===== src/sv/lsp_pkg.sv =====
`timescale 1ns / 1ps

package lsp_pkg;

  localparam int SLOTS        = 64;
  localparam int TICKET_WIDTH = 16;
  localparam int IDX_W        = $clog2(SLOTS);
  localparam int CNT_W        = $clog2(SLOTS + 1);
  localparam int SUM_W        = TICKET_WIDTH + IDX_W;
  localparam int RND_W        = 32;
  localparam int DIV_CNT_W    = $clog2(RND_W + 1);

  localparam int SLOT_IDX_FW = 6;
  localparam int MODE_FW     = 2;
  localparam int TICKET_FW   = 16;
  localparam int RESULT_FW   = 22;

  localparam logic CMD_WRITE = 1'b0;
  localparam logic CMD_DRAW  = 1'b1;

  localparam logic [MODE_FW-1:0] MODE_UNUSED   = 2'd0;
  localparam logic [MODE_FW-1:0] MODE_WAITING  = 2'd1;
  localparam logic [MODE_FW-1:0] MODE_RUNNABLE = 2'd2;
  localparam logic [MODE_FW-1:0] MODE_INVALID  = 2'd3;

  typedef struct packed {
    logic                   cmd;
    logic [SLOT_IDX_FW-1:0] slot_index;
    logic [MODE_FW-1:0]     slot_mode;
    logic [TICKET_FW-1:0]   ticket_count;
    logic [RND_W-1:0]       random_value;
  } in_word_t;

  typedef struct packed {
    logic                   winner_found;
    logic [SLOT_IDX_FW-1:0] winner_slot;
    logic [RESULT_FW-1:0]   drawn_ticket;
    logic [RESULT_FW-1:0]   ticket_total;
  } out_word_t;

  typedef struct packed {
    logic [MODE_FW-1:0]      mode;
    logic [TICKET_WIDTH-1:0] tickets;
  } slot_entry_t;

  localparam int ENTRY_W = $bits(slot_entry_t);

  typedef struct packed {
    logic load;
    logic sum_run;
    logic div_start;
    logic div_run;
    logic walk_start;
    logic walk_run;
  } ctrl_cmd_t;

  typedef struct packed {
    logic sum_done;
    logic total_zero;
    logic div_done;
    logic walk_done;
  } dp_status_t;

endpackage


===== src/sv/lsp_ram.sv =====
`timescale 1ns / 1ps

module lsp_ram #(
  parameter int WIDTH = 8,
  parameter int DEPTH = 64
) (
  input  logic                     clk_i,
  input  logic                     we_i,
  input  logic [$clog2(DEPTH)-1:0] waddr_i,
  input  logic [WIDTH-1:0]         wdata_i,
  input  logic [$clog2(DEPTH)-1:0] raddr_i,
  output logic [WIDTH-1:0]         rdata_o
);

  logic [WIDTH-1:0] mem_q [DEPTH];
  logic [WIDTH-1:0] rdata_q;

  always_ff @(posedge clk_i) begin
    if (we_i) begin
      mem_q[waddr_i] <= wdata_i;
    end
    rdata_q <= mem_q[raddr_i];
  end

  assign rdata_o = rdata_q;

endmodule


===== src/sv/lsp_ctrl.sv =====
`timescale 1ns / 1ps

module lsp_ctrl (
  input  logic               clk_i,
  input  logic               rst_ni,
  input  logic               start_i,
  input  logic               draw_i,
  input  lsp_pkg::dp_status_t status_i,
  output lsp_pkg::ctrl_cmd_t  cmd_o,
  output logic               busy_o,
  output logic               done_o
);

  import lsp_pkg::*;

  typedef enum logic [4:0] {
    ST_IDLE = 5'b00001,
    ST_SUM  = 5'b00010,
    ST_DIV  = 5'b00100,
    ST_WALK = 5'b01000,
    ST_DONE = 5'b10000
  } state_e;

  state_e state_q, state_d;

  always_comb begin
    state_d = state_q;
    cmd_o   = '0;
    unique case (state_q)
      ST_IDLE: begin
        if (start_i) begin
          cmd_o.load = 1'b1;
          state_d    = draw_i ? ST_SUM : ST_DONE;
        end
      end
      ST_SUM: begin
        cmd_o.sum_run = 1'b1;
        if (status_i.sum_done) begin
          if (status_i.total_zero) begin
            state_d = ST_DONE;
          end else begin
            cmd_o.div_start = 1'b1;
            state_d         = ST_DIV;
          end
        end
      end
      ST_DIV: begin
        cmd_o.div_run = 1'b1;
        if (status_i.div_done) begin
          cmd_o.walk_start = 1'b1;
          state_d          = ST_WALK;
        end
      end
      ST_WALK: begin
        cmd_o.walk_run = 1'b1;
        if (status_i.walk_done) begin
          state_d = ST_DONE;
        end
      end
      ST_DONE: begin
        state_d = ST_IDLE;
      end
      default: begin
        state_d = ST_IDLE;
      end
    endcase
  end

  always_ff @(posedge clk_i or negedge rst_ni) begin
    if (!rst_ni) begin
      state_q <= ST_IDLE;
    end else begin
      state_q <= state_d;
    end
  end

  assign busy_o = (state_q != ST_IDLE);
  assign done_o = (state_q == ST_DONE);

endmodule


===== src/sv/lsp_dp.sv =====
`timescale 1ns / 1ps

module lsp_dp (
  input  logic               clk_i,
  input  logic               rst_ni,
  input  lsp_pkg::in_word_t   req_i,
  input  lsp_pkg::ctrl_cmd_t  cmd_i,
  output lsp_pkg::dp_status_t status_o,
  output lsp_pkg::out_word_t  result_o
);

  import lsp_pkg::*;

  logic [SLOTS-1:0]     slot_vld_q;
  logic [CNT_W-1:0]     cnt_q;
  logic                 rvld_q;
  logic                 vbit_q;
  logic [IDX_W-1:0]     ridx_q;
  logic [SUM_W-1:0]     total_q;
  logic [SUM_W-1:0]     rem_q;
  logic [SUM_W-1:0]     cum_q;
  logic [RND_W-1:0]     div_sh_q;
  logic [DIV_CNT_W-1:0] div_cnt_q;
  logic                 found_q;
  logic [IDX_W-1:0]     win_q;

  logic             scan;
  logic [IDX_W-1:0] raddr;
  slot_entry_t      rd_entry;
  logic [MODE_FW-1:0] mode_eff;
  logic             in_use;
  logic [SUM_W-1:0] tickets_ext;
  logic [SUM_W-1:0] cum_end;
  logic             hit;
  logic [SUM_W:0]   trial;
  logic [SUM_W:0]   trial_diff;
  logic             cfg_wr;
  logic             win_wr;
  logic             ram_we;
  logic [IDX_W-1:0] ram_waddr;
  slot_entry_t      ram_wdata;

  assign scan        = cmd_i.sum_run | cmd_i.walk_run;
  assign raddr       = cnt_q[IDX_W-1:0];
  assign mode_eff    = vbit_q ? rd_entry.mode : MODE_UNUSED;
  assign in_use      = rvld_q && (mode_eff != MODE_UNUSED);
  assign tickets_ext = SUM_W'(rd_entry.tickets);
  assign cum_end     = cum_q + tickets_ext;
  assign hit         = cmd_i.walk_run && in_use && (rem_q >= cum_q) && (rem_q < cum_end);
  assign trial       = {rem_q, div_sh_q[RND_W-1]};
  assign trial_diff  = trial - {1'b0, total_q};

  assign cfg_wr = cmd_i.load && (req_i.cmd == CMD_WRITE) && (req_i.slot_mode != MODE_INVALID)
                  && (32'(req_i.slot_index) < SLOTS);
  assign win_wr = hit && (mode_eff == MODE_RUNNABLE);

  always_comb begin
    ram_we    = cfg_wr | win_wr;
    ram_waddr = ridx_q;
    ram_wdata = '{mode: MODE_WAITING, tickets: rd_entry.tickets};
    if (cfg_wr) begin
      ram_waddr = IDX_W'(req_i.slot_index);
      ram_wdata = '{mode: req_i.slot_mode, tickets: TICKET_WIDTH'(req_i.ticket_count)};
    end
  end

  lsp_ram #(
    .WIDTH (ENTRY_W),
    .DEPTH (SLOTS)
  ) u_slot_ram (
    .clk_i   (clk_i),
    .we_i    (ram_we),
    .waddr_i (ram_waddr),
    .wdata_i (ram_wdata),
    .raddr_i (raddr),
    .rdata_o (rd_entry)
  );

  always_ff @(posedge clk_i or negedge rst_ni) begin
    if (!rst_ni) begin
      slot_vld_q <= '0;
      cnt_q      <= '0;
      rvld_q     <= 1'b0;
      div_cnt_q  <= '0;
      found_q    <= 1'b0;
    end else begin
      if (cfg_wr) begin
        slot_vld_q[IDX_W'(req_i.slot_index)] <= 1'b1;
      end
      if (cmd_i.load || cmd_i.walk_start) begin
        cnt_q  <= '0;
        rvld_q <= 1'b0;
      end else if (scan) begin
        if (cnt_q != CNT_W'(SLOTS)) begin
          cnt_q  <= cnt_q + CNT_W'(1);
          rvld_q <= 1'b1;
        end else begin
          rvld_q <= 1'b0;
        end
      end
      if (cmd_i.div_start) begin
        div_cnt_q <= '0;
      end else if (cmd_i.div_run && (div_cnt_q != DIV_CNT_W'(RND_W))) begin
        div_cnt_q <= div_cnt_q + DIV_CNT_W'(1);
      end
      if (cmd_i.load) begin
        found_q <= 1'b0;
      end else if (win_wr) begin
        found_q <= 1'b1;
      end
    end
  end

  always_ff @(posedge clk_i) begin
    vbit_q <= slot_vld_q[raddr];
    ridx_q <= raddr;
    if (cmd_i.load) begin
      total_q  <= '0;
      rem_q    <= '0;
      div_sh_q <= req_i.random_value;
      win_q    <= '0;
    end else begin
      if (cmd_i.sum_run && in_use) begin
        total_q <= total_q + tickets_ext;
      end
      if (cmd_i.div_run && (div_cnt_q != DIV_CNT_W'(RND_W))) begin
        rem_q    <= trial_diff[SUM_W] ? trial[SUM_W-1:0] : trial_diff[SUM_W-1:0];
        div_sh_q <= {div_sh_q[RND_W-2:0], 1'b0};
      end
      if (win_wr) begin
        win_q <= ridx_q;
      end
    end
    if (cmd_i.walk_start) begin
      cum_q <= '0;
    end else if (cmd_i.walk_run && in_use) begin
      cum_q <= cum_end;
    end
  end

  assign status_o.sum_done   = (cnt_q == CNT_W'(SLOTS)) && !rvld_q;
  assign status_o.total_zero = (total_q == '0);
  assign status_o.div_done   = (div_cnt_q == DIV_CNT_W'(RND_W));
  assign status_o.walk_done  = hit || ((cnt_q == CNT_W'(SLOTS)) && !rvld_q);

  assign result_o.winner_found = found_q;
  assign result_o.winner_slot  = SLOT_IDX_FW'(win_q);
  assign result_o.drawn_ticket = RESULT_FW'(rem_q);
  assign result_o.ticket_total = RESULT_FW'(total_q);

endmodule


===== src/sv/lottery_slot_picker.sv =====
`timescale 1ns / 1ps

// Lottery scheduler over a table of task slots held in a slot memory with one read and one
// write port. A word is taken when start is high and busy is low, and its result word appears
// on result_o for exactly one cycle with result_valid_o high; the receiver cannot stall it, so
// it must take the word in that cycle. A slot write returns an all-zero result in the cycle
// right after it is taken, and the next word can be taken once that result has been shown.
// A draw reads every slot once to form the ticket total, reduces the random value by a
// one-bit-per-cycle remainder unit and reads the slots a second time until the winning
// range is found; a draw with a zero ticket total ends after the first pass. The two passes
// over the slot memory and the remainder unit set how long a draw takes.
// busy stays high until the result word has been shown.
module lottery_slot_picker (
  input  logic               clk_i,
  input  logic               rst_ni,
  input  logic               start,
  output logic               busy,
  input  lsp_pkg::in_word_t   req_i,
  output logic               result_valid_o,
  output lsp_pkg::out_word_t  result_o
);

  import lsp_pkg::*;

  ctrl_cmd_t  ctrl_cmd;
  dp_status_t dp_status;

  lsp_ctrl u_ctrl (
    .clk_i    (clk_i),
    .rst_ni   (rst_ni),
    .start_i  (start),
    .draw_i   (req_i.cmd == CMD_DRAW),
    .status_i (dp_status),
    .cmd_o    (ctrl_cmd),
    .busy_o   (busy),
    .done_o   (result_valid_o)
  );

  lsp_dp u_dp (
    .clk_i    (clk_i),
    .rst_ni   (rst_ni),
    .req_i    (req_i),
    .cmd_i    (ctrl_cmd),
    .status_o (dp_status),
    .result_o (result_o)
  );

endmodule

===== config.mk =====
export PLATFORM = sky130hd
export DESIGN_NAME = lottery_slot_picker
export DESIGN_NICKNAME = d
export VERILOG_FILES = /design/src/sv/lsp_pkg.sv /design/src/sv/lsp_ram.sv /design/src/sv/lsp_ctrl.sv /design/src/sv/lsp_dp.sv /design/src/sv/lottery_slot_picker.sv
export SDC_FILE = /design/constraint.sdc
export NUM_CORES = 2
export LEC_CHECK = 0
export ABC_AREA = 1
export BUFFER_PORTS_ARGS = -buffer_cell sky130_fd_sc_hd__buf_2
export CAP_MARGIN = 20
export CELL_PAD_IN_SITES_DETAIL_PLACEMENT = 0
export CELL_PAD_IN_SITES_GLOBAL_PLACEMENT = 1
export CORE_ASPECT_RATIO = 1.25
export CORE_UTILIZATION = 55
export CTS_CLUSTER_DIAMETER = 120
export CTS_CLUSTER_SIZE = 30
export DETAILED_ROUTE_END_ITERATION = 8
export PLACE_DENSITY_LB_ADDON = 0.1
export REMOVE_ABC_BUFFERS = 1
export SLEW_MARGIN = 20
export SYNTH_ARGS = -nofsm -noshare
export SYNTH_HDL_FRONTEND = slang
export SYNTH_SLANG_ARGS = --single-unit

===== constraint.sdc =====
create_clock -name clk_i -period 8.6 [get_ports clk_i]
set_clock_uncertainty 0.05 [all_clocks]
set_input_delay 0.86 -clock clk_i [delete_from_list [all_inputs] [get_ports clk_i]]
set_output_delay 0.86 -clock clk_i [all_outputs]
set_load 0.02 [all_outputs]

* Word level (Yosys, flattened, before mapping)
Memory sizes are Yosys's and may differ from the RTL's. A register that Yosys moved wholly into a read port is not among the register bits.
Index checks and enable logic that the tools add are counted.
** Word-level totals
- Logic and storage cells :: 104
- Memories :: 1
- Output and inout port bits :: 53
- Input bits :: 60
- Bits in latches :: 0
- ROM bits :: 0
- RAM bits :: 1152
- Bits in registers :: 195
** Cells by class
- Reductions and logical operators :: 23
- Multipliers :: 0
- Shift-type cells :: 0
- Mux-type cells :: 37
- $add $sub $neg :: 5
- Bitwise gates (word level) :: 4
- $lt $le $gt $ge :: 5
- Div/mod/pow operators :: 0
- Eq/ne operators :: 16
** Memory list
- u_dp.u_slot_ram.mem_q :: words 64, bits a word 18, read ports 1, clocked after memory_dff 1, wr ports 1, RTL line lsp_ram.sv:15 : logic [WIDTH-1:0] mem_q [DEPTH];
** Operator list (count)
- $mux W32 :: 2
- $or A64 B64 Y64 :: 1
- $add A22 B16 Y22 :: 2
- $mux W5 :: 6
- $sub A23 B22 Y23 :: 1
- $ge A22 B22 Y1 :: 1
- $logic_not A22 Y1 :: 1
- $lt A22 B22 Y1 :: 1
- $mux W22 :: 1
- $mux W7 :: 3
- $pmux W5 S4 :: 1
- $mux W18 :: 1
- $mux W6 :: 3
- $mux W1 :: 15
- $lt A6 B7 Y1 const B :: 2
- $reduce_bool A2 Y1 :: 6
- $logic_and A1 B1 Y1 :: 11
- $ne A2 B2 Y1 const B :: 5
- $add A7 B1 Y7 const B :: 1
- $eq A7 B7 Y1 const B :: 1
- $ne A7 B7 Y1 const B :: 1
- $add A6 B1 Y6 const B :: 1
- $bmux W1 S6 :: 1
- $demux W1 S6 :: 1
- other kinds (17) :: 21

* Longest topological paths before layout
- Word-level depth :: 10
- Mapped depth :: 22
- Mapped depth without buffers :: 21

* By module
Synthesis repeated with hierarchy kept, for this count alone.
** Unflattened totals
- Cell total of the unflattened synthesis :: 5911
- Area total of the unflattened synthesis :: 60937.2 sq um
** Modules (own cells, without submodules)
- lsp_ram :: sequential area each 34953.5 sq um, cells each 3942, area each 47425.5 sq um, instances 1
- lsp_dp :: sequential area each 4519.3 sq um, cells each 1914, area each 13132.6 sq um, instances 1
- lsp_ctrl :: sequential area each 126.4 sq um, cells each 55, area each 379.1 sq um, instances 1

* Worst setup path after synthesis
OpenSTA, ideal clock, no wires.
- Path type :: register to register
- Start point :: register u_dp.u_slot_ram.rdata_q[0], in the netlist u_dp.u_slot_ram.rdata_o[0] (read register of u_dp.u_slot_ram.mem_q)
- End point :: memory u_dp.u_slot_ram.mem_q[11][0] (netlist name), enable pin
- Required time :: 8.157 ns
- Arrival time :: 3.771 ns
- Path slack :: 4.386 ns
- Cell stages (with the launch flop) :: 22
- Cells stage by stage :: dfxtp_1 ha_1 fa_1 nand3_1 nand2_1 a21oi_1 o21bai_1 nand2_1 nand2_1 nand2_1 nand2_1 and2_1 ha_1 nand2_1 o21a_1 nand2_2 nor2_4 nand4_4 nand2_2 buf_6 nand2_1 nor2_1
** Between the ends
- Word-level cells in the longest chain between the ends :: 7
** Ends and longest elaborated chain
- start, declared :: RTL line lsp_ram.sv:16 : logic [WIDTH-1:0] rdata_q;
- $add A22 B16 Y22 :: RTL line lsp_dp.sv:48 : assign cum_end = cum_q + tickets_ext;
- $lt A22 B22 Y1 :: RTL line lsp_dp.sv:49 : assign hit = cmd_i.walk_run && in_use && (rem_q >= cum_q) && (rem_q < cum_end);
- $logic_and A1 B1 Y1 :: RTL line lsp_dp.sv:49
- $logic_and A1 B1 Y1 :: RTL line lsp_dp.sv:55 : assign win_wr = hit && (mode_eff == MODE_RUNNABLE);
- $or A1 B1 Y1 :: RTL line lsp_dp.sv:58 : ram_we = cfg_wr | win_wr;
- $mux W1 :: RTL line lsp_ram.sv:19 : if (we_i) begin
- $mux W1 (implied by the code) :: RTL line lsp_ram.sv:20 : mem_q[waddr_i] <= wdata_i;
- end, declared :: RTL line lsp_ram.sv:15
Every way passes these cells.

* Worst setup path after layout
- Start point :: register u_dp.u_slot_ram.rdata_q[0], in the netlist u_dp.u_slot_ram.rdata_o[0] (read register of u_dp.u_slot_ram.mem_q)
- End point :: memory u_dp.u_slot_ram.mem_q[3][14] (netlist name), enable pin
Same word-level chain as after synthesis.

==> impl_metrics.py <==
metrics = {
    "floorplan": {
        "core_area_um2": 105200,
        "die_footprint_um2": 107300,
        "chipWidth_um": 293.2,
        "initial_utilization": 0.5542,
        "die_h_um": 366.0,
        "io-pin-count": 113,
        "rows": 133,
    },
    "logic_synthesis": {
        "synth_sequential_area_ratio": 0.6794,
        "synth_ff_type": "edfxtp_1",
        "avgSynthCellArea_um2": 11.35,
        "synthesis.yosys.warnings": 0,
        "synth_seq_cells": 1365,
        "synth.lib_cells_used.distinct": 51,
        "synth-async-reset-ratio": 0.06154,
        "synth_edf_count": 1184,
        "syn-cell-area_um2": 58290,
        "netlist_instances": 5136,
    },
    "run": {
        "maxCapViolCount": 0,
    },
    "setup_path": {
        "startpoint_of_the_most_critical_setup_path": "u_dp.u_slot_ram.rdata_o[0]$_DFF_P_",
        "worst_setup_path_end_kind": "flip-flop",
        "worst-endpoint-required_ps": 8860,
        "critical_path.slowest_cell": "nor2_2",
        "cp.arrival_ps": 5930,
        "worstSetupPathType": "flip-flop to flip-flop",
        "crit_path_start_kind": "flip-flop",
        "critPathMaxStageDelay_ps": 940,
        "critPathMaxFanout": 18,
        "crit_chain": "ha_1 -> fa_1 -> nand3_1 -> nand2_1 -> a21oi_1 -> o21bai_1 -> nand2_1 -> nand2_1 -> nand2_1 -> nand2_1 -> and2_1 -> ha_1 -> nand2_1 -> o21a_1 -> nand2_2 -> nor2_4 -> nand4_4 -> nand2_2 -> nand2_1 -> nor2_2",
        "most_used_cell_along_the_critical_path": "nand2_1",
        "critical_path.reg2reg.startpoint": "u_dp.u_slot_ram.rdata_o[0]$_DFF_P_",
    },
    "drt": {
        "detail-route-antenna-nets": 0,
        "drc": 0,
        "detail_route.wl_per_cell_um": 25.92,
        "routed_wirelength_um": 168400,
        "detailedRoute.firstIterationViolations": 4750,
        "dr_total_vias": 39865,
        "drt-vias-per-instance": 6.134,
        "first_pass_iters": 6,
    },
    "placement": {
        "port_buffers": 112,
        "gpl.final_weighted_congestion": 0.9382,
        "dp_worst_setup_slack_ps": 2932,
        "detailedPlacementHpwl_um": 103700,
    },
    "clock_tree": {
        "path_clk_slew_ps": 120,
        "cts-buffers-inserted": 51,
        "cts_resized": 0,
        "clock-sinks": 1365,
        "clk-insertion-delay-late_ps": 700,
        "clock_tree.root_cell": "clkbuf_16",
        "cts_tree": "built",
        "cts_buffer_depth": 3,
        "cts.htree.levels": 2,
    },
    "layout": {
        "multiInputGateArea_um2": 16590,
        "layout_common_cells": "edfxtp_1, o21ai_0, nor2_1, nand2_1, inv_1",
        "fillers": 8953,
        "layout.cells.most_common": "edfxtp_1",
        "fin_nets": 5224,
        "drive_above_1_share": 0.06987,
        "synthToLayoutAreaGrowth_pct": 5.480,
        "seq_area_um2": 39610,
    },
    "power_and_ir_drop": {
        "swShare": 0.3862,
        "comb_power_share": 0.343,
        "power.density_cell_area_nw_per_um2": 286.3,
        "net-switching-power_mw": 6.798,
        "sequential_group_share_of_total_power": 0.481,
        "leakage_power_nw": 21.82,
        "power_report.internal_total_mw": 10.81,
        "finalPower_mw": 17.60,
        "power.share.clock": 0.177,
        "max-vdd-ir-drop_mv": 0.3139,
    },
    "sta": {
        "relSlewSlack": 0.2304,
        "finalSetupViolCount": 0,
        "timing.final.max_slew_violations": 0,
        "highest_achievable_clock_rate_mhz": 176.6,
        "rsz0062_at_grt": "no",
        "max_slew.worst_pin.slew_ps": 1154,
        "finalWorstSetupSlack_ps": 2936,
        "finalCritPeriodShare": 0.6586,
        "final.min_clock_period_ps": 5664,
        "final_hold_viols": 0,
    },
    "hold_path": {
        "worst_hold_startpoint": "req_i[14]",
        "hold_path_class": "input port to flip-flop",
    },
    "global_route": {
        "global_route_congestion_overflow_total": 0,
        "grt_pass1_vias": 37465,
        "largest_net_degree_at_the_start_of_global_routing": 213,
        "global_route_wire_length_before_repair_um": 245000,
        "antenna_violations_before_repair": 2,
        "global_route.usage.total": 0.3094,
    },
    "outcome": {
        "status": "complete, no violations",
    },
}
[repair_timing]
item,4_1_cts,5_1_grt
buffers inserted,0,0
hold buffers,1,0
hold endpoints to repair,17,0
[final timing paths]
path                                                           to  slack, ps  cells after the start
max in group asynchronous               u_dp.cnt_q[2]$_DFFE_PN0P_       6740                      3
min in group asynchronous         u_dp.slot_vld_q[24]$_DFFE_PN0P_        500                      2
hold reg to reg                   u_dp.slot_vld_q[33]$_DFFE_PN0P_        420                      2
setup / recovery           u_dp.u_slot_ram.mem_q[3][14]$_DFFE_PP_       2940                     20
setup reg to reg           u_dp.u_slot_ram.mem_q[3][14]$_DFFE_PP_       2940                     20
hold / removal                        u_dp.div_sh_q[14]$_DFFE_PP_        380                      3
[state kept, by name (all words and copies together), names as in the netlist]
signal / cells
u_dp.div_sh_q: 32
u_dp.total_q: 22
u_dp.rem_q: 22
u_dp.u_slot_ram.rdata_o: 18
u_dp.ridx_q: 6
u_dp.cnt_q: 7
u_dp.div_cnt_q: 6
u_dp.cum_q: 22
u_dp.vbit_q: 1
u_dp.slot_vld_q: 64
u_dp.win_q: 6
u_ctrl.state_q: 5
u_dp.u_slot_ram.mem_q: 1152
u_dp.rvld_q: 1
u_dp.found_q: 1
[layout make-up]
class / instances / share of cell area
clock buffers: 70 / 0.02261
repair buffers: 160 / 0.01608
flip-flops and latches: 1365 / 0.6443
inverters: 285 / 0.01768
clock inverters: 4 / 0.0006512
diodes: 1 / 0.00004070
multi-input cells: 3197 / 0.2698
well taps: 1417 / 0.02884
[kinds of logic after synthesis]
| logic type | after synthesis | share of synthesized area |
|---|---|---|
| compound gates | 1243 | 0.1221 |
| flops | 1365 | 0.6794 |
| fa+ha+maj | 104 | 0.02271 |
| simple gates | 1798 | 0.1282 |
| mux | 15 | 0.002898 |
| buf+inv | 574 | 0.03922 |
| xor+xnor | 37 | 0.005560 |
[per-layer routing]
layer	up-vias	wire [um]	track usage	share of wire
met5	-	0	0	0
met4	0	8318	0.1389	0.049
met3	270	13030	0.03561	0.077
met2	1853	78740	0.4953	0.47
met1	19528	68360	0.4280	0.41
li1	18214	-	-	-
[through the flow]
stage,util,setup TNS [ps],instances,cell area (um2),hold slack [ps]
floorplan,-,-507810,4847,57070,361.0
global placement,0.5709,0,6423,60040,389.3
detailed placement,0.5709,0,6423,60040,397.6
CTS,0.5846,0,6498,61480,346.1
global route,0.5846,0,6499,61480,366.7
finish,0.5846,0,6499,61480,379.6
[power by group through the flow]
stage                     Clock, mW  Sequential [mW]  Combinational [mW]
after floorplan                   0             8.70                3.38
after global placement            0             8.60                5.91
after detailed placement          0             8.61                5.95
after CTS                      3.13             8.46                5.97
after global routing           3.34             8.48                6.48
final                          3.11             8.46                6.03
[synth_stat cells, drive strengths merged (29+ instances only)]
| cell type | n | area share |
|---|---|---|
| a21oi | 160 | 0.014 |
| buf | 90 | 0.0080 |
| clkbuf | 199 | 0.013 |
| dfrtp | 83 | 0.036 |
| dfxtp | 97 | 0.033 |
| edfxtp | 1184 | 0.61 |
| ha | 101 | 0.022 |
| inv | 284 | 0.018 |
| nand2 | 685 | 0.045 |
| nand3 | 211 | 0.018 |
| nand4 | 92 | 0.010 |
| nor2 | 776 | 0.051 |
| o211ai | 29 | 0.0037 |
| o21ai | 707 | 0.061 |
| o21bai | 41 | 0.0053 |
| o221ai | 119 | 0.018 |
| o22ai | 175 | 0.019 |
[critical path, delay by kind of cell (launching register included)]
kind / cells / cell delay (ps)
flops: 1 / 360
simple gates: 14 / 3270
compound gates: 3 / 630
fa+ha+maj: 3 / 950
Power figures use the tool's default switching activity.
